[config.mk]
export PLATFORM = sky130hd
export DESIGN_NAME = rsnh_ctrl
export DESIGN_NICKNAME = d
export VERILOG_FILES = /design/src/design/rsnh_pkg.sv /design/src/design/rsnh_ctrl.sv
export SDC_FILE = /design/constraint.sdc
export NUM_CORES = 1
export LEC_CHECK = 0
export ABC_AREA = 1
export BUFFER_PORTS_ARGS = -buffer_cell sky130_fd_sc_hd__buf_4
export CAP_MARGIN = 30
export CORE_UTILIZATION = 50
export CTS_CLUSTER_SIZE = 20
export DETAILED_ROUTE_END_ITERATION = 8
export GPL_ROUTABILITY_DRIVEN = 0
export PLACE_DENSITY = 0.86
export SETUP_SLACK_MARGIN = 0.3
export SLEW_MARGIN = 0
export SYNTH_ARGS = -nofsm -noshare
export SYNTH_HDL_FRONTEND = slang
export SYNTH_SLANG_ARGS = --single-unit
[constraint.sdc]
create_clock -name i_clk -period 1.5 [get_ports i_clk]
set_input_delay 0.15 -clock i_clk [delete_from_list [all_inputs] [get_ports i_clk]]
set_output_delay 0.15 -clock i_clk [all_outputs]
set_load 0.02 [all_outputs]
[src/design/rsnh_pkg.sv]
// shared types and constants for the ray sphere nearest hit block
package rsnh_pkg;

    localparam logic [25:0] MAX_DIST  = 26'd65536000;
    localparam logic [32:0] DIST_LIM  = 33'd65536000;
    localparam logic [30:0] RAD_RESET = 31'd32768;

    localparam logic [3:0] REG_ORG_X = 4'd0;
    localparam logic [3:0] REG_ORG_Y = 4'd1;
    localparam logic [3:0] REG_ORG_Z = 4'd2;
    localparam logic [3:0] REG_DIR_X = 4'd3;
    localparam logic [3:0] REG_DIR_Y = 4'd4;
    localparam logic [3:0] REG_DIR_Z = 4'd5;
    localparam logic [3:0] REG_RAD   = 4'd6;
    localparam logic [3:0] REG_EXCL  = 4'd7;

    typedef enum logic [4:0] {
        S_IDLE, S_LMUL, S_LACC, S_LCHK, S_LSQ, S_LSQW, S_DIV, S_DIVW,
        S_ECHK, S_EMUL, S_EACC, S_EMUL2, S_EACC2, S_BCALC,
        S_BL2, S_BL2A, S_BHL, S_BHLA, S_R2, S_R2A, S_DISC, S_DSQ, S_DSQW, S_FIN
    } t_state;

    typedef enum logic [2:0] {
        M_DSQ, M_OCSQ, M_DOT, M_BL2, M_BHL, M_R2
    } t_msel;

    typedef enum logic [2:0] {
        A_NONE, A_SS, A_DOT, A_B2LO, A_B2HI, A_R2
    } t_acc;

    typedef struct packed {
        logic       latch;
        t_msel      msel;
        logic [1:0] k;
        t_acc       acc;
        logic       clr;
        logic       set_start;
        logic       sq_start;
        logic       sq_disc;
        logic       len_store;
        logic       dv_start;
        logic       u_store;
        logic       b_calc;
        logic       d_calc;
        logic       upd;
        logic       emit;
    } t_cmd;

    typedef struct packed {
        logic ss_zero;
        logic busy;
        logic started;
        logic process;
        logic hit;
        logic last;
        logic out_free;
    } t_stat;

endpackage

[src/design/rsnh_ctrl.sv]
// controller state machine sequencing the datapath
module rsnh_ctrl
    import rsnh_pkg::*;
(
    input  logic  i_clk,
    input  logic  i_rst_n,
    input  logic  i_in_valid,
    input  t_stat i_stat,
    output logic  o_in_ready,
    output t_cmd  o_cmd
);

    t_state     r_state, n_state;
    logic [1:0] r_k, n_k;

    always_ff @(posedge i_clk) begin
        if (!i_rst_n) begin
            r_state <= S_IDLE;
            r_k     <= 2'd0;
        end else begin
            r_state <= n_state;
            r_k     <= n_k;
        end
    end

    always_comb begin
        n_state    = r_state;
        n_k        = r_k;
        o_in_ready = 1'b0;
        o_cmd      = '0;
        o_cmd.msel = M_DSQ;
        o_cmd.acc  = A_NONE;
        o_cmd.k    = r_k;
        o_cmd.clr  = (r_k == 2'd0);
        case (r_state)
            S_IDLE: begin
                o_in_ready = 1'b1;
                n_k        = 2'd0;
                if (i_in_valid) begin
                    o_cmd.latch = 1'b1;
                    n_state     = i_stat.started ? S_ECHK : S_LMUL;
                end
            end
            S_LMUL: begin
                o_cmd.msel = M_DSQ;
                n_state    = S_LACC;
            end
            S_LACC: begin
                o_cmd.acc = A_SS;
                if (r_k == 2'd2) begin
                    n_k     = 2'd0;
                    n_state = S_LCHK;
                end else begin
                    n_k     = r_k + 2'd1;
                    n_state = S_LMUL;
                end
            end
            S_LCHK: begin
                o_cmd.set_start = 1'b1;
                n_state = i_stat.ss_zero ? S_ECHK : S_LSQ;
            end
            S_LSQ: begin
                o_cmd.sq_start = 1'b1;
                n_state        = S_LSQW;
            end
            S_LSQW: begin
                if (!i_stat.busy) begin
                    o_cmd.len_store = 1'b1;
                    n_k             = 2'd0;
                    n_state         = S_DIV;
                end
            end
            S_DIV: begin
                o_cmd.dv_start = 1'b1;
                n_state        = S_DIVW;
            end
            S_DIVW: begin
                if (!i_stat.busy) begin
                    o_cmd.u_store = 1'b1;
                    if (r_k == 2'd2) begin
                        n_k     = 2'd0;
                        n_state = S_ECHK;
                    end else begin
                        n_k     = r_k + 2'd1;
                        n_state = S_DIV;
                    end
                end
            end
            S_ECHK: begin
                n_k     = 2'd0;
                n_state = i_stat.process ? S_EMUL : S_FIN;
            end
            S_EMUL: begin
                o_cmd.msel = M_DOT;
                n_state    = S_EACC;
            end
            S_EACC: begin
                o_cmd.acc = A_DOT;
                n_state   = S_EMUL2;
            end
            S_EMUL2: begin
                o_cmd.msel = M_OCSQ;
                n_state    = S_EACC2;
            end
            S_EACC2: begin
                o_cmd.acc = A_SS;
                if (r_k == 2'd2) begin
                    n_k     = 2'd0;
                    n_state = S_BCALC;
                end else begin
                    n_k     = r_k + 2'd1;
                    n_state = S_EMUL;
                end
            end
            S_BCALC: begin
                o_cmd.b_calc = 1'b1;
                n_state      = S_BL2;
            end
            S_BL2: begin
                o_cmd.msel = M_BL2;
                n_state    = S_BL2A;
            end
            S_BL2A: begin
                o_cmd.acc = A_B2LO;
                n_state   = S_BHL;
            end
            S_BHL: begin
                o_cmd.msel = M_BHL;
                n_state    = S_BHLA;
            end
            S_BHLA: begin
                o_cmd.acc = A_B2HI;
                n_state   = S_R2;
            end
            S_R2: begin
                o_cmd.msel = M_R2;
                n_state    = S_R2A;
            end
            S_R2A: begin
                o_cmd.acc = A_R2;
                n_state   = S_DISC;
            end
            S_DISC: begin
                o_cmd.d_calc = 1'b1;
                n_state      = S_DSQ;
            end
            S_DSQ: begin
                if (i_stat.hit) begin
                    o_cmd.sq_start = 1'b1;
                    o_cmd.sq_disc  = 1'b1;
                    n_state        = S_DSQW;
                end else begin
                    n_state = S_FIN;
                end
            end
            S_DSQW: begin
                if (!i_stat.busy) begin
                    o_cmd.upd = 1'b1;
                    n_state   = S_FIN;
                end
            end
            S_FIN: begin
                if (!i_stat.last) begin
                    n_state = S_IDLE;
                end else if (i_stat.out_free) begin
                    o_cmd.emit = 1'b1;
                    n_state    = S_IDLE;
                end
            end
            default: begin
                n_state = S_IDLE;
            end
        endcase
    end

endmodule

==> out/qor.csv, run 1 <==
stage;metric;value;unit
floorplan;die_h;45.2;um
place;port_buffers;30;
clock_tree;cts-buffers-inserted;3;
synth;synth_top_area_share;19.8;%
clock_tree;htreeDepth;1;
outcome;stop_stage;global routing (5_1_grt);
floorplan;rows;15;
synth;synth_most_common_cell;nand2_1;
clock_tree;clockBufferDepth;2;
timing;worstEndpointType;primary output;
place;dp_hpwl;2550;um
clock_tree;cts_hold_buf;0;
floorplan;ioPinCount;31;
synth;ys_ff_latch;7;
outcome;stop_error;[ERROR DPL-0038] Utilization greater than 100%, impossible to legalize;
synth;synth_area_leaders;nand2_1 20%, dfxtp_1 15%, nor2_1 13%, inv_1 7.3%, nor2_4 6.0%;
floorplan;start_util;53.9;%
synth;syn_avg_cell_area;5.57;um^2
synth;synth_cell_types;25;
place;place_inst;232;
synth;async_reset_ff_share;0;%
synth;synth_edf_count;0;
synth;syn_inst;167;
synth;synth_area;931;um^2
synth;yosys_warnings;0;
synth;yosys_most_used_dff;dfxtp_1;
floorplan;die_w;45.2;um
synth;synth_common_cells;49 x nand2_1, 33 x nor2_1, 18 x inv_1;
outcome;outcome;did not finish;
grt;grt_max_degree;9;
clock_tree;clock_sinks;7;
synth;ys_seq_area_share;15.1;%
clock_tree;cts-root-buf;clkbuf_4;
timing;worst_endpoint;o_cmd[12];
synth;synthesis.nets;177;
synth;synth_top_area_cell;nand2_1;
==> stage by stage <==
stage	hold WS (ps)	instance area (um^2)	setup WS [ps]
2_1_floorplan	332	1020	178
4_1_cts	214	1550	8.72
3_5_place_dp	473	1360	11.0
3_3_place_gp	466	1360	92.8
==> timing repair <==
action / 4_1_cts
pin swaps: 10
endpoints found under the setup margin: 25
setup buffers: 7
endpoints found under the hold margin: 0
resized for setup: 37
cloned: 0
==> cell families after synthesis <==
| family | after synthesis | share of synthesized area (%) |
|---|---|---|
| AND/OR/NAND/NOR | 122 | 66.1 |
| buffers and inverters | 24 | 10.9 |
| AO/OA/AOI/OAI | 14 | 7.93 |
| flip-flops | 7 | 15.1 |
==> run 2, diff against run 1 <==
--- a/config.mk
+++ b/config.mk
@@ -8,12 +8,11 @@
 export ABC_AREA = 1
 export BUFFER_PORTS_ARGS = -buffer_cell sky130_fd_sc_hd__buf_4
 export CAP_MARGIN = 30
-export CORE_UTILIZATION = 50
-export CTS_CLUSTER_SIZE = 20
+export CORE_AREA = 2 2 63 65
 export DETAILED_ROUTE_END_ITERATION = 8
+export DIE_AREA = 0 0 65 67
 export GPL_ROUTABILITY_DRIVEN = 0
-export PLACE_DENSITY = 0.86
-export SETUP_SLACK_MARGIN = 0.3
+export PLACE_DENSITY_LB_ADDON = 0.15
 export SLEW_MARGIN = 0
 export SYNTH_ARGS = -nofsm -noshare
 export SYNTH_HDL_FRONTEND = slang
==> run 2 against run 1 <==
Synthesized cell count did not move; area after synthesis did not move; the flow now finishes, with violations (negative setup slack).
==> out/qor.csv, run 2 <==
stage;metric;value;unit;change
outcome;outcome;finished, violations left;;
outcome;violations;negative setup slack;;
detailed_routing;drt-met1-wl;1480;um;
synth;synth_area_leaders;nand2_1 20%, dfxtp_1 15%, nor2_1 13%, inv_1 7.3%, nor2_4 6.0%;;
pwr;total_power;2.66;mW;
cells_and_area;ff_latch_area;156;um^2;
detailed_routing;wl_met3;212;um;
synth;synth-xor-area-share;0;%;unchanged
synth;synth-compound-area-share;7.93;%;unchanged
clock_tree;clock_sinks;7;;unchanged
synth;syn_inst;167;;unchanged
detailed_routing;post_drt_wl_per_cell;12.3;um;
cells_and_area;nNetsFinal;237;;
cells_and_area;instances_no_fill;274;;
cells_and_area;mostFrequentLayoutCells;47 x buf_4, 39 x nand2_1, 27 x nor2_1, 15 x inv_1, 13 x nor2_4;;
clock_tree;clkLatencyLatePin;220;ps;
clock_tree;cts-buffers-inserted;3;;unchanged
cells_and_area;largest_reg_flops;5;;
flow_run;drv_cap;0;;
cells_and_area;syn_to_final_growth;80.0;%;
detailed_routing;drt_iter0_drc;48;;
critical_path;endpoint_kind;output port;;
timing;rsz0062_at_grt;true;;
synth;synth_top_family_by_area;simple AND/OR/NAND/NOR gates;;
synth;synthesis.nets;177;;unchanged
cells_and_area;multi_input_area;845;um^2;
floorplan;die_h;67;um;+48%
critical_path;critical_path_class;flop to output port;;
critical_path;start_kind;flop;;
clock_tree;clockBufferDepth;2;;unchanged
detailed_routing;routed.top_layer;met4;;
synth;synth-simple-area-share;66.1;%;unchanged
detailed_routing;drt-total-wl;3380;um;
timing;skew;1.89;ps;
place;postPlaceCellArea;1350;um^2;-0.74%
timing;finalHoldViolCount;0;;
detailed_routing;drt-vias-per-instance;4.71;;
grt;antenna_found_initial;0;;
hold_path;hold_path_class;input pin to flop;;
grt;grt.total_usage;15.8;%;
floorplan;die_w;65;um;+44%
pwr;power_density;1590;nW/um^2;
place;dp_hpwl;2590;um;+1.5%
grt;first_global_vias;1216;;
detailed_routing;post-route-drc-count;0;;
timing;fmax;0.661;GHz;
timing;tightest_slew;284;ps;
grt;grt_max_degree;9;;
synth;synth_most_common_cell;nand2_1;;
synth;synth_adder_area_share;0;%;unchanged
cells_and_area;stdcell_area;1680;um^2;
synth;async_reset_ff_share;0;%;unchanged
synth;synth_top_area_share;19.8;%;unchanged
synth;synth.area.mux_share;0;%;unchanged
cells_and_area;final_common_cell;buf_4;;
synth;yosys_warnings;0;;unchanged
detailed_routing;vias;1291;;
clock_tree;clk_pin_slew;40;ps;
detailed_routing;drtAntennaViolNets;0;;
synth;ys_seq_area_share;15.1;%;unchanged
pwr;leakagePower;0.889;nW;
clock_tree;htreeDepth;1;;unchanged
cells_and_area;nFillCells;365;;
clock_tree;tritoncts;done;;
timing;setup_tns;-21.3;ps;
place;place_inst;261;;+13%
cells_and_area;reg.largest.list;r_state x5, r_k x2;;
detailed_routing;dr_wl_met2;1660;um;
floorplan;start_util;25.8;%;-28 points
floorplan;ioPinCount;31;;unchanged
synth;synth_cell_types;25;;unchanged
synth;yosys_most_used_dff;dfxtp_1;;
timing;relSlewSlack;81.0;%;
synth;synth_area;931;um^2;unchanged
cells_and_area;top_register;r_state;;
synth;syn_avg_cell_area;5.57;um^2;unchanged
timing;maxSlewViolCount;0;;
synth;synth_common_cells;49 x nand2_1, 33 x nor2_1, 18 x inv_1;;
critical_path;cp.arrival;1360;ps;
timing;setup_ws;-13.5;ps;
detailed_routing;firstDrtPassIters;6;;
timing;setup_violations;2;;
timing;fin_crit_sh;101;%;
synth;synth_edf_count;0;;unchanged
critical_path;cp_max_fo;6;;
synth;synth_top_area_cell;nand2_1;;
synth;ys_ff_latch;7;;unchanged
floorplan;die_area;4360;um^2;
floorplan;core;3610;um^2;
floorplan;rows;22;;+7
critical_path;reg2reg_slack;30;ps;
cells_and_area;diodes;0;;
timing;fin_crit;1510;ps;
clock_tree;cts-root-buf;clkbuf_8;;
cells_and_area;post-route-util;46.5;%;
grt;grt_pass1_wl;5400;um;
pwr;ir_drop;767;uV;
cells_and_area;drive_gt1_share;51.3;%;
critical_path;cp.required;1350;ps;
place;port_buffers;30;;unchanged
grt;grt_overflow;0;;
-- run 2: cell families (layout without fill, tap and decap cells) --
family                 after synthesis  after routing
and+or+nand+nor                    122            122
DFF                                  7              7
buffers and inverters               24             83
AOI/OAI and AO/OA                   14             14
-- run 2: where the power goes --
part	switching, mW	total [mW]	internal (mW)
Sequential	0.106	0.363	0.258
Combinational	1.14	2.03	0.895
Clock	0.0780	0.262	0.184
-- run 2: per-layer routing --
metal | global-route usage, % | vias up
li1 | - | 647
met1 | 20.3 | 573
met2 | 27.3 | 65
met3 | 3.72 | 6
met4 | 2.39 | 0
met5 | 0 | -
-- run 2: critical path: stages, from the launching register on --
cell,delay [ps]
dfxtp_2,330
buf_6,140
nor3_4,210
buf_12,150
inv_4,30
o22ai_2,140
buf_6,140
-- run 2: path summary, 6_finish.rpt --
check,from,endpoint,depth (start not counted)
max,r_state[3]$_SDFFE_PN0P_,o_cmd[8],6
min,i_rst_n,r_state[4]$_SDFFE_PN0P_,3
max reg2reg,r_state[3]$_SDFFE_PN0P_,r_state[4]$_SDFFE_PN0P_,9
min reg2reg,r_k[1]$_SDFFE_PN0P_,r_k[1]$_SDFFE_PN0P_,2
-- run 2: layout make-up --
cell class | count | area share [%]
inverters | 22 | 5.68
flip-flops and latches | 7 | 9.34
clock buffers | 4 | 2.69
repair buffers | 57 | 28.3
multi-input cells | 136 | 50.4
well taps | 48 | 3.58
-- run 2: per-stage QoR --
step,hold WS [ps],setup WS (ps)
finish,266,-13.5
global route,274,-68.6
CTS,260,-8.08
detailed placement,493,7.84
global placement,498,-8.58
floorplan,345,43.9
-- run 2: repair_timing --
| item | 4_1_cts | 5_1_grt |
|---|---|---|
| resized for setup | 23 | 41 |
| setup endpoints to repair | 14 | 21 |
| pin swaps | 4 | 10 |
| hold buffers | 0 | 0 |
| buffers inserted | 3 | 6 |
| cloned | 0 | 0 |
Note: power is estimated with default switching activity, not from simulation.
==> run 3, diff against run 2 <==
--- a/config.mk
+++ b/config.mk
@@ -6,7 +6,7 @@
 export NUM_CORES = 1
 export LEC_CHECK = 0
 export ABC_AREA = 1
-export BUFFER_PORTS_ARGS = -buffer_cell sky130_fd_sc_hd__buf_4
+export BUFFER_PORTS_ARGS = -buffer_cell sky130_fd_sc_hd__buf_2
 export CAP_MARGIN = 30
 export CORE_AREA = 2 2 63 65
 export DETAILED_ROUTE_END_ITERATION = 8
==> run 3 against run 2 <==
The flow still finishes with violations (negative setup slack); setup slack lost 1.5 ps; flip-flop and latch count unchanged; total power fell by 5.6%; global-route usage is 0.17 points higher; cell area down 5.7%; die area unchanged.
==> out/qor.csv, run 3 (same netlist as run 2, synthesis figures left out) <==
stage;metric;value;unit;change
grt;grt_overflow;0;;unchanged
timing;setup_violations;3;;+1
detailed_routing;post-route-drc-count;0;;unchanged
pwr;seqPwrFrac;14.6;%;+0.9 points
detailed_routing;drt-vias-per-instance;4.62;;-2.0%
pwr;ir_drop;1120;uV;+46%
timing;tightest_slew;338;ps;+53.3 ps
critical_path;reg2reg_slack;20;ps;about the same
grt;first_global_vias;1146;;-5.8%
cells_and_area;mostFrequentLayoutCells;40 x nand2_1, 30 x buf_4, 27 x nor2_1, 22 x buf_2, 16 x inv_1;;
timing;fin_crit;1520;ps;+1.52 ps
critical_path;cp_max_fo;4;;-2
place;dp_hpwl;2740;um;+5.6%
flow_run;drv_cap;0;;unchanged
detailed_routing;vias;1275;;-1.2%
timing;finalHoldViolCount;0;;unchanged
critical_path;endpoint_kind;output port;;
outcome;outcome;finished, violations left;;
cells_and_area;nFillCells;395;;+8.2%
floorplan;rows;22;;unchanged
timing;setup_ws;-15.1;ps;-1.52 ps
cells_and_area;top_register;r_state;;
grt;grt_pass1_wl;5280;um;-2.3%
clock_tree;cts_hold_buf;0;;unchanged
pwr;swShare;50.5;%;+0.83 points
detailed_routing;drt_iter0_drc;106;;+120%
timing;setup_tns;-27.3;ps;-6.02 ps
grt;grt_max_degree;8;;-1
pwr;leakagePower;0.877;nW;-1.4%
hold_path;hold-path-endpoint;r_state[2]$_SDFFE_PN0P_;;
clock_tree;tritoncts;done;;
detailed_routing;post_drt_wl_per_cell;12.6;um;+1.8%
pwr;combinationalPowerShare;74.6;%;-1.9 points
cells_and_area;syn_to_final_growth;69.8;%;
cells_and_area;reg.largest.list;r_state x5, r_k x2;;
timing;relSlewSlack;77.4;%;-3.6 points
floorplan;die_w;65;um;unchanged
floorplan;die_h;67;um;unchanged
floorplan;ioPinCount;31;;unchanged
floorplan;die_area;4360;um^2;unchanged
cells_and_area;multi_input_area;808;um^2;-4.3%
cells_and_area;drive_gt1_share;51.3;%;about the same
place;place_worst_setup_slack;11.0;ps;+3.12 ps
pwr;power_density;1590;nW/um^2;about the same
timing;rsz0062_at_grt;true;;
critical_path;critical_path_class;flop to output port;;
outcome;violations;negative setup slack;;
floorplan;core;3610;um^2;unchanged
clock_tree;cts-buffers-inserted;3;;unchanged
timing;maxSlewViolCount;0;;unchanged
cells_and_area;final_common_cell;nand2_1;;
detailed_routing;firstDrtPassIters;4;;-2
clock_tree;cts-root-buf;clkbuf_8;;
floorplan;start_util;25.8;%;unchanged
critical_path;reg2regPathDepth;9;;unchanged
timing;fmax;0.660;GHz;-0.10%
place;port_buffers;30;;unchanged
hold_path;hold_path_class;input pin to flop;;
critical_path;r2r-start;r_state[4]$_SDFFE_PN0P_;;
detailed_routing;drt-total-wl;3470;um;+2.5%
clock_tree;clk_pin_slew;40;ps;about the same
cells_and_area;nNetsFinal;239;;+0.84%
critical_path;cp.arrival;1370;ps;about the same
critical_path;timing.rr.end;r_state[4]$_SDFFE_PN0P_;;
hold_path;min_from;i_rst_n;;
critical_path;cp.required;1350;ps;about the same
critical_path;start_kind;flop;;
timing;fin_crit_sh;101;%;+0.10 points
clock_tree;clkLatencyLatePin;230;ps;about the same
clock_tree;clock_sinks;7;;unchanged
grt;grt.total_usage;16.0;%;+0.17 points
detailed_routing;drtAntennaViolNets;0;;unchanged
grt;antenna_found_initial;0;;unchanged
cells_and_area;largest_reg_flops;5;;unchanged
clock_tree;clockBufferDepth;2;;unchanged
clock_tree;htreeDepth;1;;unchanged
pwr;switching_power;1.27;mW;-4.0%
cells_and_area;ff_latch_area;156;um^2;unchanged
cells_and_area;diodes;0;;unchanged
timing;skew;2.40;ps;+0.512 ps
pwr;p_clk_share;10.8;%;+1.0 points
pwr;internal_power;1.24;mW;-7.2%
hold_path;whs_path_depth;3;;unchanged
## run 3: layout make-up
type / count / area share [%]
inverter: 22 / 5.54
tap: 48 / 3.80
multi-input combinational: 136 / 51.1
clock buffer: 4 / 2.85
timing repair buffer: 59 / 26.8
sequential: 7 / 9.90
## run 3: through the flow
step / cells / hold WS, ps / power (mW) / area (um^2) / utilization (%)
floorplan: 167 / 345 / 1.27 / 931 / -
global placement: 265 / 484 / 1.90 / 1300 / 36.1
detailed placement: 265 / 501 / 1.88 / 1300 / 36.1
CTS: 272 / 262 / 2.35 / 1440 / 39.8
global route: 276 / 309 / 2.70 / 1580 / 43.8
finish: 276 / 285 / 2.51 / 1580 / 43.8
## run 3: how the worst max path moves through the flow
stage                               to                    start  depth (start not counted)  slack [ps]
2_1_floorplan  r_state[4]$_SDFFE_PN0P_  r_state[0]$_SDFFE_PN0P_                          9          40
3_3_place_gp   r_state[1]$_SDFFE_PN0P_  r_state[3]$_SDFFE_PN0P_                          8         -20
3_5_place_dp   r_state[1]$_SDFFE_PN0P_  r_state[3]$_SDFFE_PN0P_                          8          10
4_1_cts                       o_cmd[8]  r_state[2]$_SDFFE_PN0P_                          6         -10
5_1_grt                       o_cmd[4]  r_state[4]$_SDFFE_PN0P_                          6         -90
6_report                      o_cmd[8]  r_state[4]$_SDFFE_PN0P_                          6         -20
## run 3: critical path, stage by stage (launching register included)
cell and delay (ps):
dfxtp_4 360, buf_12 130, nor3_4 180, buf_6 150
inv_4 30, o22ai_2 140, buf_6 140
## run 3: per-layer routing
metal | wire length, um | global-route usage [%] | up-vias | share of wire (%)
met4 | 48 | 6.91 | 0 | 1.4
met1 | 1580 | 22.1 | 570 | 46
met5 | 0 | 0 | - | 0
li1 | - | - | 654 | -
met3 | 207 | 2.20 | 7 | 6.0
met2 | 1630 | 24.6 | 44 | 47
## run 3: timing repair
| item | in CTS | in global routing |
|---|---|---|
| pin swaps | 5 | 15 |
| resized for setup | 26 | 32 |
| setup endpoints to repair | 13 | 16 |
| buffers inserted | 3 | 4 |
## run 3: power groups by stage
stage	clock (mW)	combinational [mW]	sequential, mW
6_report	0.271	1.87	0.366
5_1_grt	0.290	2.03	0.378
4_1_cts	0.278	1.73	0.340
3_5_place_dp	0	1.56	0.319
3_3_place_gp	0	1.58	0.318
2_1_floorplan	0	0.964	0.303
==> run 4, diff against run 3 <==
==> constraint.sdc (replaced) <==
create_clock -name i_clk -period 1.2 [get_ports i_clk]
set_input_delay 0.12 -clock i_clk [delete_from_list [all_inputs] [get_ports i_clk]]
set_output_delay 0.12 -clock i_clk [all_outputs]
set_load 0.02 [all_outputs]
==> run 4 against run 3 <==
The run still ends with negative setup slack left; sequential power grew 28%; final cell count grew 11%; clock skew rose by 3.3 ps; die area is the same; flip-flop and latch count unchanged; critical path depth increased by 1; clock-buffer cell count unchanged; setup slack worse by 310 ps; critical endpoint is now o_cmd[11]; largest cell class unchanged.
==> out/qor.csv, run 4 (same netlist as run 2, synthesis figures left out) <==
stage;metric;value;unit;change
outcome;outcome;finished, violations left;;
outcome;violations;negative setup slack;;
detailed_routing;post-route-drc-count;0;;unchanged
critical_path;critical_path_class;flop to output port;;
cells_and_area;reg.largest.list;r_state x5, r_k x2;;
critical_path;cp.arrival;1410;ps;+40 ps
place;postPlaceCellArea;1540;um^2;+18%
cells_and_area;top_register;r_state;;
grt;antenna_found_initial;0;;unchanged
critical_path;cp_max_fo;6;;+2
grt;grt_overflow;0;;unchanged
floorplan;start_util;25.8;%;unchanged
clock_tree;clkLatencyLatePin;230;ps;about the same
pwr;switching_power;1.92;mW;+51%
cells_and_area;final_common_cell;buf_4;;
cells_and_area;drive_gt1_share;64.2;%;+13 points
cells_and_area;stdcell_area;2020;um^2;+28%
timing;fin_crit_sh;127;%;
timing;skew;5.67;ps;+3.26 ps
floorplan;die_h;67;um;unchanged
place;port_buffers;30;;unchanged
cells_and_area;syn_to_final_growth;117;%;
pwr;seqPwrFrac;11.6;%;-3.0 points
clock_tree;clk_pin_slew;50;ps;about the same
clock_tree;tritoncts;done;;
detailed_routing;drt-total-wl;3890;um;+12%
detailed_routing;drt_iter0_drc;46;;-57%
detailed_routing;vias;1388;;+8.9%
critical_path;cp.required;1080;ps;-270 ps
timing;finalHoldViolCount;0;;unchanged
hold_path;hold_path_class;input pin to flop;;
detailed_routing;post_drt_wl_per_cell;12.7;um;+1.5%
pwr;combinationalPowerShare;79.8;%;+5.2 points
floorplan;ioPinCount;31;;unchanged
pwr;ir_drop;1160;uV;+3.7%
clock_tree;cts-root-buf;clkbuf_8;;
grt;first_global_vias;1324;;+16%
detailed_routing;firstDrtPassIters;4;;unchanged
timing;fin_crit;1530;ps;
critical_path;endpoint_kind;output port;;
timing;setup_tns;-6020;ps;-6000 ps
flow_run;drv_cap;0;;unchanged
pwr;p_clk_share;8.6;%;-2.2 points
clock_tree;clockBufferDepth;2;;unchanged
grt;grt_pass1_wl;6150;um;+16%
place;place_worst_setup_slack;-280;ps;-291 ps
critical_path;start_kind;flop;;
pwr;internal_power;2.11;mW;+70%
timing;relSlewSlack;81.5;%;+4.1 points
timing;setup_violations;25;;+22
grt;grt_max_degree;8;;unchanged
floorplan;core;3610;um^2;unchanged
floorplan;die_area;4360;um^2;unchanged
floorplan;die_w;65;um;unchanged
grt;grt.total_usage;18.3;%;+2.3 points
detailed_routing;drt-vias-per-instance;4.55;;-1.5%
cells_and_area;nNetsFinal;268;;+12%
pwr;power_density;2000;nW/um^2;+26%
clock_tree;clock_sinks;7;;unchanged
timing;tightest_slew;278;ps;-60.1 ps
critical_path;critPathLaunch;r_state[2]$_SDFFE_PN0P_;;
hold_path;min_from;i_rst_n;;
timing;rsz0062_at_grt;true;;
clock_tree;cts-buffers-inserted;3;;unchanged
cells_and_area;diodes;0;;unchanged
cells_and_area;mostFrequentLayoutCells;45 x buf_4, 34 x nand2_1, 29 x buf_6, 20 x nor2_1, 15 x nor2_4;;
detailed_routing;drtAntennaViolNets;0;;unchanged
timing;maxSlewViolCount;0;;unchanged
critical_path;reg2reg_slack;-290;ps;-310 ps
clock_tree;htreeDepth;1;;unchanged
timing;fmax;0.654;GHz;
timing;setup_ws;-328;ps;-313 ps
cells_and_area;largest_reg_flops;5;;unchanged
place;dp_hpwl;2940;um;+7.2%
clock_tree;cts_hold_buf;0;;unchanged
pwr;leakagePower;1.07;nW;+22%
critical_path;r2r-start;r_state[2]$_SDFFE_PN0P_;;
pwr;swShare;47.6;%;-3.0 points
floorplan;rows;22;;unchanged
==> run 4: cell count changes in the layout (fill, tap and decap cells not counted), moves of 6 or more <==
| cell | change |
|---|---|
| nor2_1 | -7 |
| buf_2 | -8 |
| buf_6 | +23 |
| nand2_1 | -6 |
| nor2_4 | +7 |
| buf_4 | +15 |
==> run 4: cell type report <==
cell class / instances / area [um^2]
Inverter: 22 / 92.6
Multi-Input combinational cell: 136 / 927
Fill cell: 351 / 1590
Tap cell: 48 / 60.1
Clock buffer: 4 / 45.0
Timing Repair Buffer: 88 / 734
Sequential cell: 7 / 159
==> run 4: power groups by stage <==
stage / registers [mW] / logic [mW] / clock network [mW]
2_1_floorplan: 0.396 / 1.33 / 0
3_5_place_dp: 0.398 / 2.32 / 0
6_report: 0.468 / 3.22 / 0.346
5_1_grt: 0.481 / 3.44 / 0.370
3_3_place_gp: 0.401 / 2.36 / 0
4_1_cts: 0.430 / 2.84 / 0.347
==> run 4: stage by stage <==
stage | instances | util (%) | total power, mW | hold slack (ps)
finish | 305 | 56.0 | 4.03 | 250
global route | 305 | 56.0 | 4.29 | 278
CTS | 300 | 51.3 | 3.61 | 231
detailed placement | 289 | 42.7 | 2.72 | 465
global placement | 289 | 42.7 | 2.76 | 477
floorplan | 167 | - | 1.73 | 272
==> run 4: repair_timing <==
action                     in CTS  in global routing
gates resized for setup        65                 38
setup buffers                   7                  5
pin swaps                      10                 22
setup endpoints to repair      25                 25
hold endpoints to repair        0                  0
==> run 4: final timing paths <==
| path | to | cells after the start |
|---|---|---|
| max | o_cmd[11] | 7 |
| min | r_state[4]$_SDFFE_PN0P_ | 3 |
| max reg2reg | r_state[4]$_SDFFE_PN0P_ | 9 |
| min reg2reg | r_k[1]$_SDFFE_PN0P_ | 3 |
==> run 4: per-layer routing <==
layer | part of all wire [%] | GRT usage (%) | vias to the layer above
met1 | 42 | 24.0 | 631
met4 | 1.2 | 3.99 | 0
met5 | 0 | 0 | -
met2 | 51 | 31.1 | 41
li1 | - | - | 712
met3 | 6.2 | 3.21 | 4
==> run 4: worst max-delay path, stage by stage (launching register included) <==
cell     delay (ps)
dfxtp_4         370
nor2_4          210
nand2_2         100
nor2_1          120
buf_4           140
nor2_4           50
nand3_2          80
buf_6           120
